$ cat src/pol_pkg.sv
// Package for the positional ordered list.
// Field widths, command and status codes. No dependencies.
package pol_pkg;

  localparam int CmdW = 3;
  localparam int PosW = 8;
  localparam int ValW = 32;
  localparam int StW  = 2;

  typedef logic [CmdW-1:0]        cmd_t;
  typedef logic [PosW-1:0]        pos_t;
  typedef logic signed [ValW-1:0] val_t;
  typedef logic [StW-1:0]         st_t;

  localparam cmd_t CMD_INS_HEAD = 3'd0;
  localparam cmd_t CMD_INS_TAIL = 3'd1;
  localparam cmd_t CMD_INS_POS  = 3'd2;
  localparam cmd_t CMD_DEL_POS  = 3'd3;
  localparam cmd_t CMD_READ_OUT = 3'd4;

  localparam st_t ST_OK     = 2'd0;
  localparam st_t ST_BADPOS = 2'd1;
  localparam st_t ST_FULL   = 2'd2;
  localparam st_t ST_EMPTY  = 2'd3;

endpackage

$ cat src/pol_if.sv
// Valid/ready channels of the positional ordered list: command items in,
// result items out. Depends on pol_pkg.
interface pol_cmd_if;
  import pol_pkg::*;

  logic valid;
  logic ready;
  cmd_t command;
  pos_t position;
  val_t value;

  modport source (output valid, output command, output position, output value, input ready);
  modport sink   (input valid, input command, input position, input value, output ready);
endinterface

interface pol_res_if;
  import pol_pkg::*;

  logic valid;
  logic ready;
  st_t  status;
  val_t element;
  logic last;

  modport source (output valid, output status, output element, output last, input ready);
  modport sink   (input valid, input status, input element, input last, output ready);
endinterface

$ cat src/positional_ordered_list.sv
// Positional ordered list. Insert shifts the cells at and above the index up by one, then
// writes the value; delete shifts the cells above it down. Bad position, full list, empty
// read: a status result only. Read out: one result per element while results are taken.
// One command item at a time; the next is taken once the sequencer is back to idle and
// the result register is free. Reset clears the count and result valid flag, not the cells.
module positional_ordered_list #(
  parameter int CAPACITY = 32
) (
  input  logic      clk_i,
  input  logic      rst_ni,
  pol_cmd_if.sink   cmd_i,
  pol_res_if.source res_o
);
  import pol_pkg::*;

  localparam int AddrW = $clog2(CAPACITY);

  logic             ram_we;
  logic [AddrW-1:0] ram_waddr;
  val_t             ram_wdata;
  logic [AddrW-1:0] ram_raddr;
  val_t             ram_rdata;

  pol_seq #(
    .Capacity (CAPACITY)
  ) u_seq (
    .clk_i       (clk_i),
    .rst_ni      (rst_ni),
    .cmd_i       (cmd_i),
    .res_o       (res_o),
    .ram_we_o    (ram_we),
    .ram_waddr_o (ram_waddr),
    .ram_wdata_o (ram_wdata),
    .ram_raddr_o (ram_raddr),
    .ram_rdata_i (ram_rdata)
  );

  pol_ram #(
    .Width (ValW),
    .Depth (CAPACITY)
  ) u_cells (
    .clk_i   (clk_i),
    .we_i    (ram_we),
    .waddr_i (ram_waddr),
    .wdata_i (ram_wdata),
    .raddr_i (ram_raddr),
    .rdata_o (ram_rdata)
  );

endmodule

$ cat src/pol_ram.sv
// Generic single-port-write, single-port-read RAM with registered read data.
// No dependencies.
module pol_ram #(
  parameter int Width = 32,
  parameter int Depth = 32,
  localparam int AddrW = (Depth > 1) ? $clog2(Depth) : 1
) (
  input  logic             clk_i,
  input  logic             we_i,
  input  logic [AddrW-1:0] waddr_i,
  input  logic [Width-1:0] wdata_i,
  input  logic [AddrW-1:0] raddr_i,
  output logic [Width-1:0] rdata_o
);

  logic [Width-1:0] mem_q [Depth];

  always_ff @(posedge clk_i) begin
    if (we_i) begin
      mem_q[waddr_i] <= wdata_i;
    end
    rdata_o <= mem_q[raddr_i];
  end

endmodule

$ cat src/pol_seq.sv
// Sequencer of the positional ordered list: command decode, element count,
// cell shifting through the RAM by read and write states, result register.
// Depends on pol_pkg and pol_if.
module pol_seq #(
  parameter int Capacity = 32,
  localparam int AddrW = $clog2(Capacity),
  localparam int CntW  = $clog2(Capacity + 1)
) (
  input  logic                  clk_i,
  input  logic                  rst_ni,
  pol_cmd_if.sink               cmd_i,
  pol_res_if.source             res_o,
  output logic                  ram_we_o,
  output logic [AddrW-1:0]      ram_waddr_o,
  output pol_pkg::val_t         ram_wdata_o,
  output logic [AddrW-1:0]      ram_raddr_o,
  input  pol_pkg::val_t         ram_rdata_i
);
  import pol_pkg::*;

  localparam int PosExtW = PosW + 1;
  typedef logic [PosExtW-1:0] pos_ext_t;

  localparam logic [2:0] S_IDLE    = 3'd0;
  localparam logic [2:0] S_SH_RD   = 3'd1;
  localparam logic [2:0] S_SH_WR   = 3'd2;
  localparam logic [2:0] S_WR_NEW  = 3'd3;
  localparam logic [2:0] S_DL_RD   = 3'd4;
  localparam logic [2:0] S_DL_WR   = 3'd5;
  localparam logic [2:0] S_RD_REQ  = 3'd6;
  localparam logic [2:0] S_RD_WAIT = 3'd7;

  logic [2:0]      state_q, state_d;
  logic [CntW-1:0] count_q, count_d;
  logic [AddrW-1:0] idx_q, idx_d;
  logic [AddrW-1:0] pidx_q, pidx_d;
  val_t            value_q, value_d;
  logic            res_valid_q, res_valid_d;
  st_t             res_status_q, res_status_d;
  val_t            res_element_q, res_element_d;
  logic            res_last_q, res_last_d;

  logic            out_free;
  logic            cmd_fire;
  logic            list_full;
  logic            ins_ok;
  logic            del_ok;
  logic            rd_last;
  pos_ext_t        pos_ext;
  pos_ext_t        cnt_ext;
  logic [AddrW-1:0] pos_idx;
  logic            is_insert;

  assign out_free    = !res_valid_q || res_o.ready;
  assign cmd_i.ready = (state_q == S_IDLE) && out_free;
  assign cmd_fire    = cmd_i.valid && cmd_i.ready;

  assign list_full = (count_q == CntW'(Capacity));
  assign pos_ext   = pos_ext_t'(cmd_i.position);
  assign cnt_ext   = pos_ext_t'(count_q);
  assign ins_ok    = (pos_ext != '0) && (pos_ext <= cnt_ext + pos_ext_t'(1));
  assign del_ok    = (pos_ext != '0) && (pos_ext <= cnt_ext);
  assign pos_idx   = AddrW'(cmd_i.position - pos_t'(1));
  assign rd_last   = (CntW'(idx_q) == count_q - CntW'(1));
  assign is_insert = (cmd_i.command == CMD_INS_HEAD) || (cmd_i.command == CMD_INS_TAIL) ||
                     (cmd_i.command == CMD_INS_POS);

  always_comb begin
    state_d       = state_q;
    count_d       = count_q;
    idx_d         = idx_q;
    pidx_d        = pidx_q;
    value_d       = value_q;
    res_valid_d   = res_valid_q && !res_o.ready;
    res_status_d  = res_status_q;
    res_element_d = res_element_q;
    res_last_d    = res_last_q;
    ram_we_o      = 1'b0;
    ram_waddr_o   = idx_q;
    ram_wdata_o   = ram_rdata_i;
    ram_raddr_o   = idx_q;

    case (state_q)
      S_IDLE: begin
        if (cmd_fire) begin
          res_element_d = '0;
          res_last_d    = 1'b1;
          case (cmd_i.command)
            CMD_INS_HEAD, CMD_INS_TAIL, CMD_INS_POS: begin
              if (list_full) begin
                res_valid_d  = 1'b1;
                res_status_d = ST_FULL;
              end else if (cmd_i.command == CMD_INS_POS && !ins_ok) begin
                res_valid_d  = 1'b1;
                res_status_d = ST_BADPOS;
              end else begin
                if (cmd_i.command == CMD_INS_HEAD) begin
                  pidx_d = '0;
                end else if (cmd_i.command == CMD_INS_TAIL) begin
                  pidx_d = AddrW'(count_q);
                end else begin
                  pidx_d = pos_idx;
                end
                idx_d   = AddrW'(count_q);
                value_d = cmd_i.value;
                state_d = S_SH_RD;
              end
            end
            CMD_DEL_POS: begin
              if (!del_ok) begin
                res_valid_d  = 1'b1;
                res_status_d = ST_BADPOS;
              end else begin
                pidx_d  = pos_idx;
                idx_d   = pos_idx;
                state_d = S_DL_RD;
              end
            end
            CMD_READ_OUT: begin
              if (count_q == '0) begin
                res_valid_d  = 1'b1;
                res_status_d = ST_EMPTY;
              end else begin
                idx_d   = '0;
                state_d = S_RD_REQ;
              end
            end
            default: begin
            end
          endcase
        end
      end
      S_SH_RD: begin
        if (idx_q == pidx_q) begin
          state_d = S_WR_NEW;
        end else begin
          ram_raddr_o = idx_q - AddrW'(1);
          state_d     = S_SH_WR;
        end
      end
      S_SH_WR: begin
        ram_we_o    = 1'b1;
        ram_waddr_o = idx_q;
        idx_d       = idx_q - AddrW'(1);
        state_d     = S_SH_RD;
      end
      S_WR_NEW: begin
        ram_we_o      = 1'b1;
        ram_waddr_o   = pidx_q;
        ram_wdata_o   = value_q;
        count_d       = count_q + CntW'(1);
        res_valid_d   = 1'b1;
        res_status_d  = ST_OK;
        res_element_d = '0;
        res_last_d    = 1'b1;
        state_d       = S_IDLE;
      end
      S_DL_RD: begin
        if (CntW'(idx_q) + CntW'(1) >= count_q) begin
          count_d       = count_q - CntW'(1);
          res_valid_d   = 1'b1;
          res_status_d  = ST_OK;
          res_element_d = '0;
          res_last_d    = 1'b1;
          state_d       = S_IDLE;
        end else begin
          ram_raddr_o = idx_q + AddrW'(1);
          state_d     = S_DL_WR;
        end
      end
      S_DL_WR: begin
        ram_we_o    = 1'b1;
        ram_waddr_o = idx_q;
        idx_d       = idx_q + AddrW'(1);
        state_d     = S_DL_RD;
      end
      S_RD_REQ: begin
        state_d = S_RD_WAIT;
      end
      S_RD_WAIT: begin
        if (out_free) begin
          res_valid_d   = 1'b1;
          res_status_d  = ST_OK;
          res_element_d = ram_rdata_i;
          res_last_d    = rd_last;
          if (rd_last) begin
            state_d = S_IDLE;
          end else begin
            idx_d   = idx_q + AddrW'(1);
            state_d = S_RD_REQ;
          end
        end
      end
      default: begin
        state_d = S_IDLE;
      end
    endcase
  end

  always_ff @(posedge clk_i or negedge rst_ni) begin
    if (!rst_ni) begin
      state_q     <= S_IDLE;
      count_q     <= '0;
      res_valid_q <= 1'b0;
    end else begin
      state_q     <= state_d;
      count_q     <= count_d;
      res_valid_q <= res_valid_d;
    end
  end

  always_ff @(posedge clk_i) begin
    idx_q         <= idx_d;
    pidx_q        <= pidx_d;
    value_q       <= value_d;
    res_status_q  <= res_status_d;
    res_element_q <= res_element_d;
    res_last_q    <= res_last_d;
  end

  assign res_o.valid   = res_valid_q;
  assign res_o.status  = res_status_q;
  assign res_o.element = res_element_q;
  assign res_o.last    = res_last_q;

  a_count_max: assert property (@(posedge clk_i) disable iff (!rst_ni)
    count_q <= CntW'(Capacity))
    else $error("element count above capacity");

  a_ready_idle: assert property (@(posedge clk_i) disable iff (!rst_ni)
    cmd_i.ready |-> (state_q == S_IDLE))
    else $error("command taken while busy");

  a_full_status: assert property (@(posedge clk_i) disable iff (!rst_ni)
    (cmd_fire && is_insert && list_full) |=> (res_valid_q && res_status_q == ST_FULL))
    else $error("insert into full list without full status");

  a_count_step: assert property (@(posedge clk_i) disable iff (!rst_ni)
    (count_q != $past(count_q)) |->
      (count_q == $past(count_q) + CntW'(1) || count_q == $past(count_q) - CntW'(1)))
    else $error("element count changed by more than one");

endmodule

$ cat src/flat_wrapper.sv
// flat-port wrapper written by rule: the top's interface ports become plain ports
module positional_ordered_list_flat import pol_pkg::*;
#(
  parameter int CAPACITY = 32
)
  (clk_i, rst_ni, cmd_i_valid, cmd_i_command, cmd_i_position, cmd_i_value, cmd_i_ready, res_o_valid, res_o_status, res_o_element, res_o_last, res_o_ready);
  pol_cmd_if cmd_i_i ();
  pol_res_if res_o_i ();
  input  logic clk_i;
  input  logic rst_ni;
  input wire logic [$bits(cmd_i_i.valid)-1:0] cmd_i_valid;
  input wire logic [$bits(cmd_i_i.command)-1:0] cmd_i_command;
  input wire logic [$bits(cmd_i_i.position)-1:0] cmd_i_position;
  input wire logic [$bits(cmd_i_i.value)-1:0] cmd_i_value;
  output wire logic [$bits(cmd_i_i.ready)-1:0] cmd_i_ready;
  output wire logic [$bits(res_o_i.valid)-1:0] res_o_valid;
  output wire logic [$bits(res_o_i.status)-1:0] res_o_status;
  output wire logic [$bits(res_o_i.element)-1:0] res_o_element;
  output wire logic [$bits(res_o_i.last)-1:0] res_o_last;
  input wire logic [$bits(res_o_i.ready)-1:0] res_o_ready;
  assign cmd_i_i.valid = cmd_i_valid;
  assign cmd_i_i.command = cmd_i_command;
  assign cmd_i_i.position = cmd_i_position;
  assign cmd_i_i.value = cmd_i_value;
  assign cmd_i_ready = cmd_i_i.ready;
  assign res_o_valid = res_o_i.valid;
  assign res_o_status = res_o_i.status;
  assign res_o_element = res_o_i.element;
  assign res_o_last = res_o_i.last;
  assign res_o_i.ready = res_o_ready;
  positional_ordered_list #(.CAPACITY(CAPACITY)) u_core (.clk_i(clk_i), .rst_ni(rst_ni), .cmd_i(cmd_i_i), .res_o(res_o_i));
endmodule
$ cat config.mk
export PLATFORM = sky130hd
export DESIGN_NAME = positional_ordered_list_flat
export DESIGN_NICKNAME = d
export VERILOG_FILES = /design/src/pol_pkg.sv /design/src/pol_if.sv /design/src/positional_ordered_list.sv /design/src/pol_ram.sv /design/src/pol_seq.sv /design/src/flat_wrapper.sv
export SDC_FILE = /design/constraint.sdc
export NUM_CORES = 1
export LEC_CHECK = 0
export BUFFER_PORTS_ARGS = -buffer_cell sky130_fd_sc_hd__buf_2
export CORE_ASPECT_RATIO = 0.75
export CORE_MARGIN = 5
export CORE_UTILIZATION = 56
export DETAILED_ROUTE_END_ITERATION = 7
export MAX_ROUTING_LAYER = met4
export PLACE_DENSITY = 0.78
export SKIP_CTS_REPAIR_TIMING = 1
export SLEW_MARGIN = 15
export SYNTH_ARGS = -nofsm -noshare
export SYNTH_HDL_FRONTEND = slang
export SYNTH_HIERARCHICAL = 1
export SYNTH_SLANG_ARGS = --single-unit
$ cat constraint.sdc
create_clock -name clk_i -period 5.5 [get_ports clk_i]
set_clock_uncertainty 0.2 [all_clocks]
set_input_delay 0.55 -clock clk_i [delete_from_list [all_inputs] [get_ports clk_i]]
set_output_delay 0.55 -clock clk_i [all_outputs]
set_load 0.05 [all_outputs]
==> metrics.log <==
[metrics] Data arrival, critical path: ~5.3 ns
[metrics] die area: about 87,000 um2
[metrics] Fmax: between 0.2 and 0.25 GHz
[metrics] total placed instance area: roughly 48,000 um2
[metrics] most common cell after layout, fill and taps aside: sky130_fd_sc_hd__edfxtp_1
[metrics] proportion of synthesized chip area in sequential cells: between 70% and 80%
[metrics] Placed Instances: ~3,800
[metrics] DP HPWL: 63.3 mm
[metrics] transition at the pin with the smallest max-transition slack: 0.926 ns
[metrics] total non-filler cell area in the finished layout: roughly 52,000 um2
[metrics] Remaining DRCs: 0
[metrics] Die Span X: 340 um
[metrics] number of DRC markers after the initial detailed-route iteration: approximately 3,400
[metrics] via count of the first global-routing pass: 25,000
[metrics] Max FO, Critical Path: 18
[metrics] I/O pin count: 84
[metrics] number of buffers inserted during clock tree synthesis: between 100 and 150
[metrics] number of antenna violations at the first check in global routing: 3
[metrics] async set-or-reset flop fraction in the synthesized netlist: 0.875%
[metrics] type of element capturing the critical path: flop
[metrics] number of pins exceeding their max-slew limit in the final report: 0
[metrics] final cell count without fillers: between 4,000 and 5,000
[metrics] area of the core region: slightly above 80,000 um2
[metrics] die height: between 200 and 300 um
[metrics] CTS tree: yes
[metrics] normalized max-slew margin: a little under two fifths
[metrics] pin count of the biggest net entering global routing: between 90 and 100
[metrics] synthesized net count: 2,786
[metrics] global placer's final weighted congestion: between 0.8 and 0.9
[metrics] number of endpoints failing setup at the final stage: 0
[metrics] run status: finished clean
[metrics] ratio of routed vias to standard cells: 6.34
[metrics] TritonRoute pass-1 iters: 6
[metrics] areal power density over the cells: slightly above 600 nW/um2
[metrics] number of flops mapped to enable cells by yosys: approximately 1,100
[metrics] remaining antenna violation count after routing: 0
[metrics] share of post-route cells with drive strength above 1: between 10% and 20%
[metrics] final net count: between 2,000 and 3,000
[metrics] number of storage elements in the synthesis netlist: 1,143
[metrics] wire per inst: 27.9 um
[metrics] gate count of the mapped netlist: approximately 2,700
[metrics] Most used DFF post-synth: sky130_fd_sc_hd__edfxtp_1
[metrics] number of H-tree branching levels: 3
[metrics] Final period util: 89.1%
[metrics] Synth-to-Final Area Change: 13.1%
[metrics] P_leak: roughly 18 nW
[metrics] sum of negative setup slack: 0 ns
[metrics] clock sink count: 1,143
[metrics] wire length of the first global-routing pass: around 160 mm
[metrics] worst min-delay path class: in -> reg
[metrics] cell area after synthesis: roughly 46,000 um2
[metrics] Hold Violations, Final: 0
[metrics] Detailed Route WL: 112 mm
[metrics] max cap viols: 0
[metrics] root buf cell: sky130_fd_sc_hd__clkbuf_16
[metrics] Placement Rows: 90
[metrics] Tot GR Track Use: between 20% and 30%
[metrics] clock period minus worst slack: 4.90 ns
[metrics] Reg clk slew, reported paths: 0.06 ns
[metrics] unrepaired setup endpoints after global routing: no
[metrics] Unique masters post-synth: between 60 and 70
[metrics] Longest Clk Path Bufs: 3
[metrics] Mapped Avg Cell Area: between 15 and 20 um2
[metrics] required time of the critical path: between 5 and 6 ns
[metrics] worst voltage drop across the vdd grid: around 0.61 mV
[metrics] total via count after detailed routing: between 20,000 and 30,000
[metrics] number of warnings reported in the yosys synthesis log: 6
[metrics] commonest cells after routing, fill and taps aside: sky130_fd_sc_hd__edfxtp_1 (1,101), sky130_fd_sc_hd__mux2i_1 (516), sky130_fd_sc_hd__nand2_1 (124)
[metrics] category of the critical setup timing path: reg -> reg
[metrics] Congestion Overflow GR: 0
[metrics] Port-buffer cells: 83
[metrics] kind of start point of the critical path: flop
[metrics] Clk Latency, worst-skew pair: approximately 0.69 ns
[metrics] Design Power: between 0.03 and 0.04 W
[metrics] effective utilization at floorplan: a little under three fifths
==> routing by layer <==
metal	global-route usage [%]	part of all wire, %
met4	8.35	3.2
met2	38.0	45
met5	-	0
met1	36.4	39
met3	6.29	12
==> synth_stat cells (all sizes together) (4+ instances only) <==
cell | instances | area, um2
nand3b | 6 | 45.0
a211oi | 4 | 40.0
a22o | 65 | 569
nor3 | 36 | 180
o221ai | 4 | 35.0
or3b | 4 | 35.0
a22oi | 97 | 728
o21ai | 21 | 105
mux2i | 516 | 5160
nand3 | 111 | 556
nand2b | 9 | 56.3
inv | 14 | 52.6
xnor2 | 19 | 166
nand2 | 125 | 469
clkbuf | 55 | 214
a21oi | 118 | 591
and2 | 36 | 225
nor2 | 66 | 250
a31oi | 34 | 213
edfxtp | 1101 | 33100
o211a | 4 | 40.0
nor2b | 5 | 31.3
ha | 25 | 313
dfxtp | 32 | 641
dfrtp | 10 | 250
buf | 98 | 666
xor2 | 13 | 114
mux2 | 39 | 439
o211ai | 5 | 37.5
==> path summary, 6_finish.rpt <==
kind	end	slack, ns	startpoint	cells past startpoint
worst min-delay path	u_core/u_seq/state_q[1]$_DFFE_PN0P_	0.04	res_o_ready	4
min in group asynchronous	u_core/u_seq/res_o.valid$_DFF_PN0_	0.09	rst_ni	2
worst min register to register	u_core/u_seq/res_o.element[24]$_SDFFCE_PN0P_	0.34	u_core/u_cells/rdata_o[24]$_DFF_P_	1
worst max-delay path	u_core/u_cells/rdata_o[30]$_DFF_P_	0.60	u_core/u_seq/idx_q[0]$_DFFE_PP_	16
max in group asynchronous	u_core/u_seq/count_q[2]$_DFFE_PN0P_	4.77	rst_ni	2
worst max register to register	u_core/u_cells/rdata_o[30]$_DFF_P_	0.60	u_core/u_seq/idx_q[0]$_DFFE_PP_	16
==> cell type report <==
cell class	instances	area, um2
Fill cell	5308	29000
Antenna cell	1	2.50
Tap cell	1058	1320
Clock inverter	57	509
Timing Repair Buffer	197	1890
Inverter	14	52.6
Clock buffer	137	2820
Sequential cell	1143	34000
Multi-Input combinational cell	1404	11100
==> metrics by stage <==
stage / utilization (%) / hold slack (ns) / setup WS (ns)
global route: 64.0 / 0.0414 / 0.287
CTS: 63.6 / -0.482 / 0.643
finish: 64.0 / 0.0397 / 0.600
detailed placement: 59.5 / 0.248 / 0.657
global placement: 59.5 / 0.249 / 0.835
floorplan: - / 0.0544 / 0.175
==> state kept, by name, indices dropped and copies added, names as in the netlist <==
register                    count
u_core/u_cells/mem_q         1024
u_core/u_cells/rdata_o         32
u_core/u_seq/count_q            6
u_core/u_seq/idx_q              5
u_core/u_seq/pidx_q             5
u_core/u_seq/res_o.element     32
u_core/u_seq/res_o.last         1
u_core/u_seq/res_o.status       2
u_core/u_seq/res_o.valid        1
u_core/u_seq/state_q            3
u_core/u_seq/value_q           32
==> worst max-delay path, stage by stage (launching register included) <==
cell and delay, ns:
sky130_fd_sc_hd__edfxtp_1 0.59, sky130_fd_sc_hd__ha_1 0.28, sky130_fd_sc_hd__nand3_1 0.11, sky130_fd_sc_hd__xnor2_1 0.33, sky130_fd_sc_hd__ha_1 0.32, sky130_fd_sc_hd__a21o_1 0.18, sky130_fd_sc_hd__a21oi_1 0.13, sky130_fd_sc_hd__o21ai_0 0.19
sky130_fd_sc_hd__nor2_2 0.36, sky130_fd_sc_hd__nand2_1 0.10, sky130_fd_sc_hd__o211ai_1 0.29, sky130_fd_sc_hd__nor2b_4 0.73, sky130_fd_sc_hd__buf_4 0.41, sky130_fd_sc_hd__a22o_1 0.18, sky130_fd_sc_hd__nor3_1 0.07, sky130_fd_sc_hd__a31oi_1 0.20
sky130_fd_sc_hd__nand3_1 0.09
==> report_power, final <==
part	switching, W	internal (W)
clock	0.00310	0.00395
sequential	0.000383	0.0114
combinational	0.00838	0.00469
==> cells by family after synthesis <==
kind of cell,count (synthesis),synth area share [%]
xor gates and xnor gates,32,0.614
DFF,1143,74.4
buffers and inverters,167,2.04
AOI/OAI and AO/OA,370,5.54
adders and majority gates,25,0.685
muxes,555,12.3
and+or+nand+nor,422,4.43
Power figures use the tool's default switching activity.
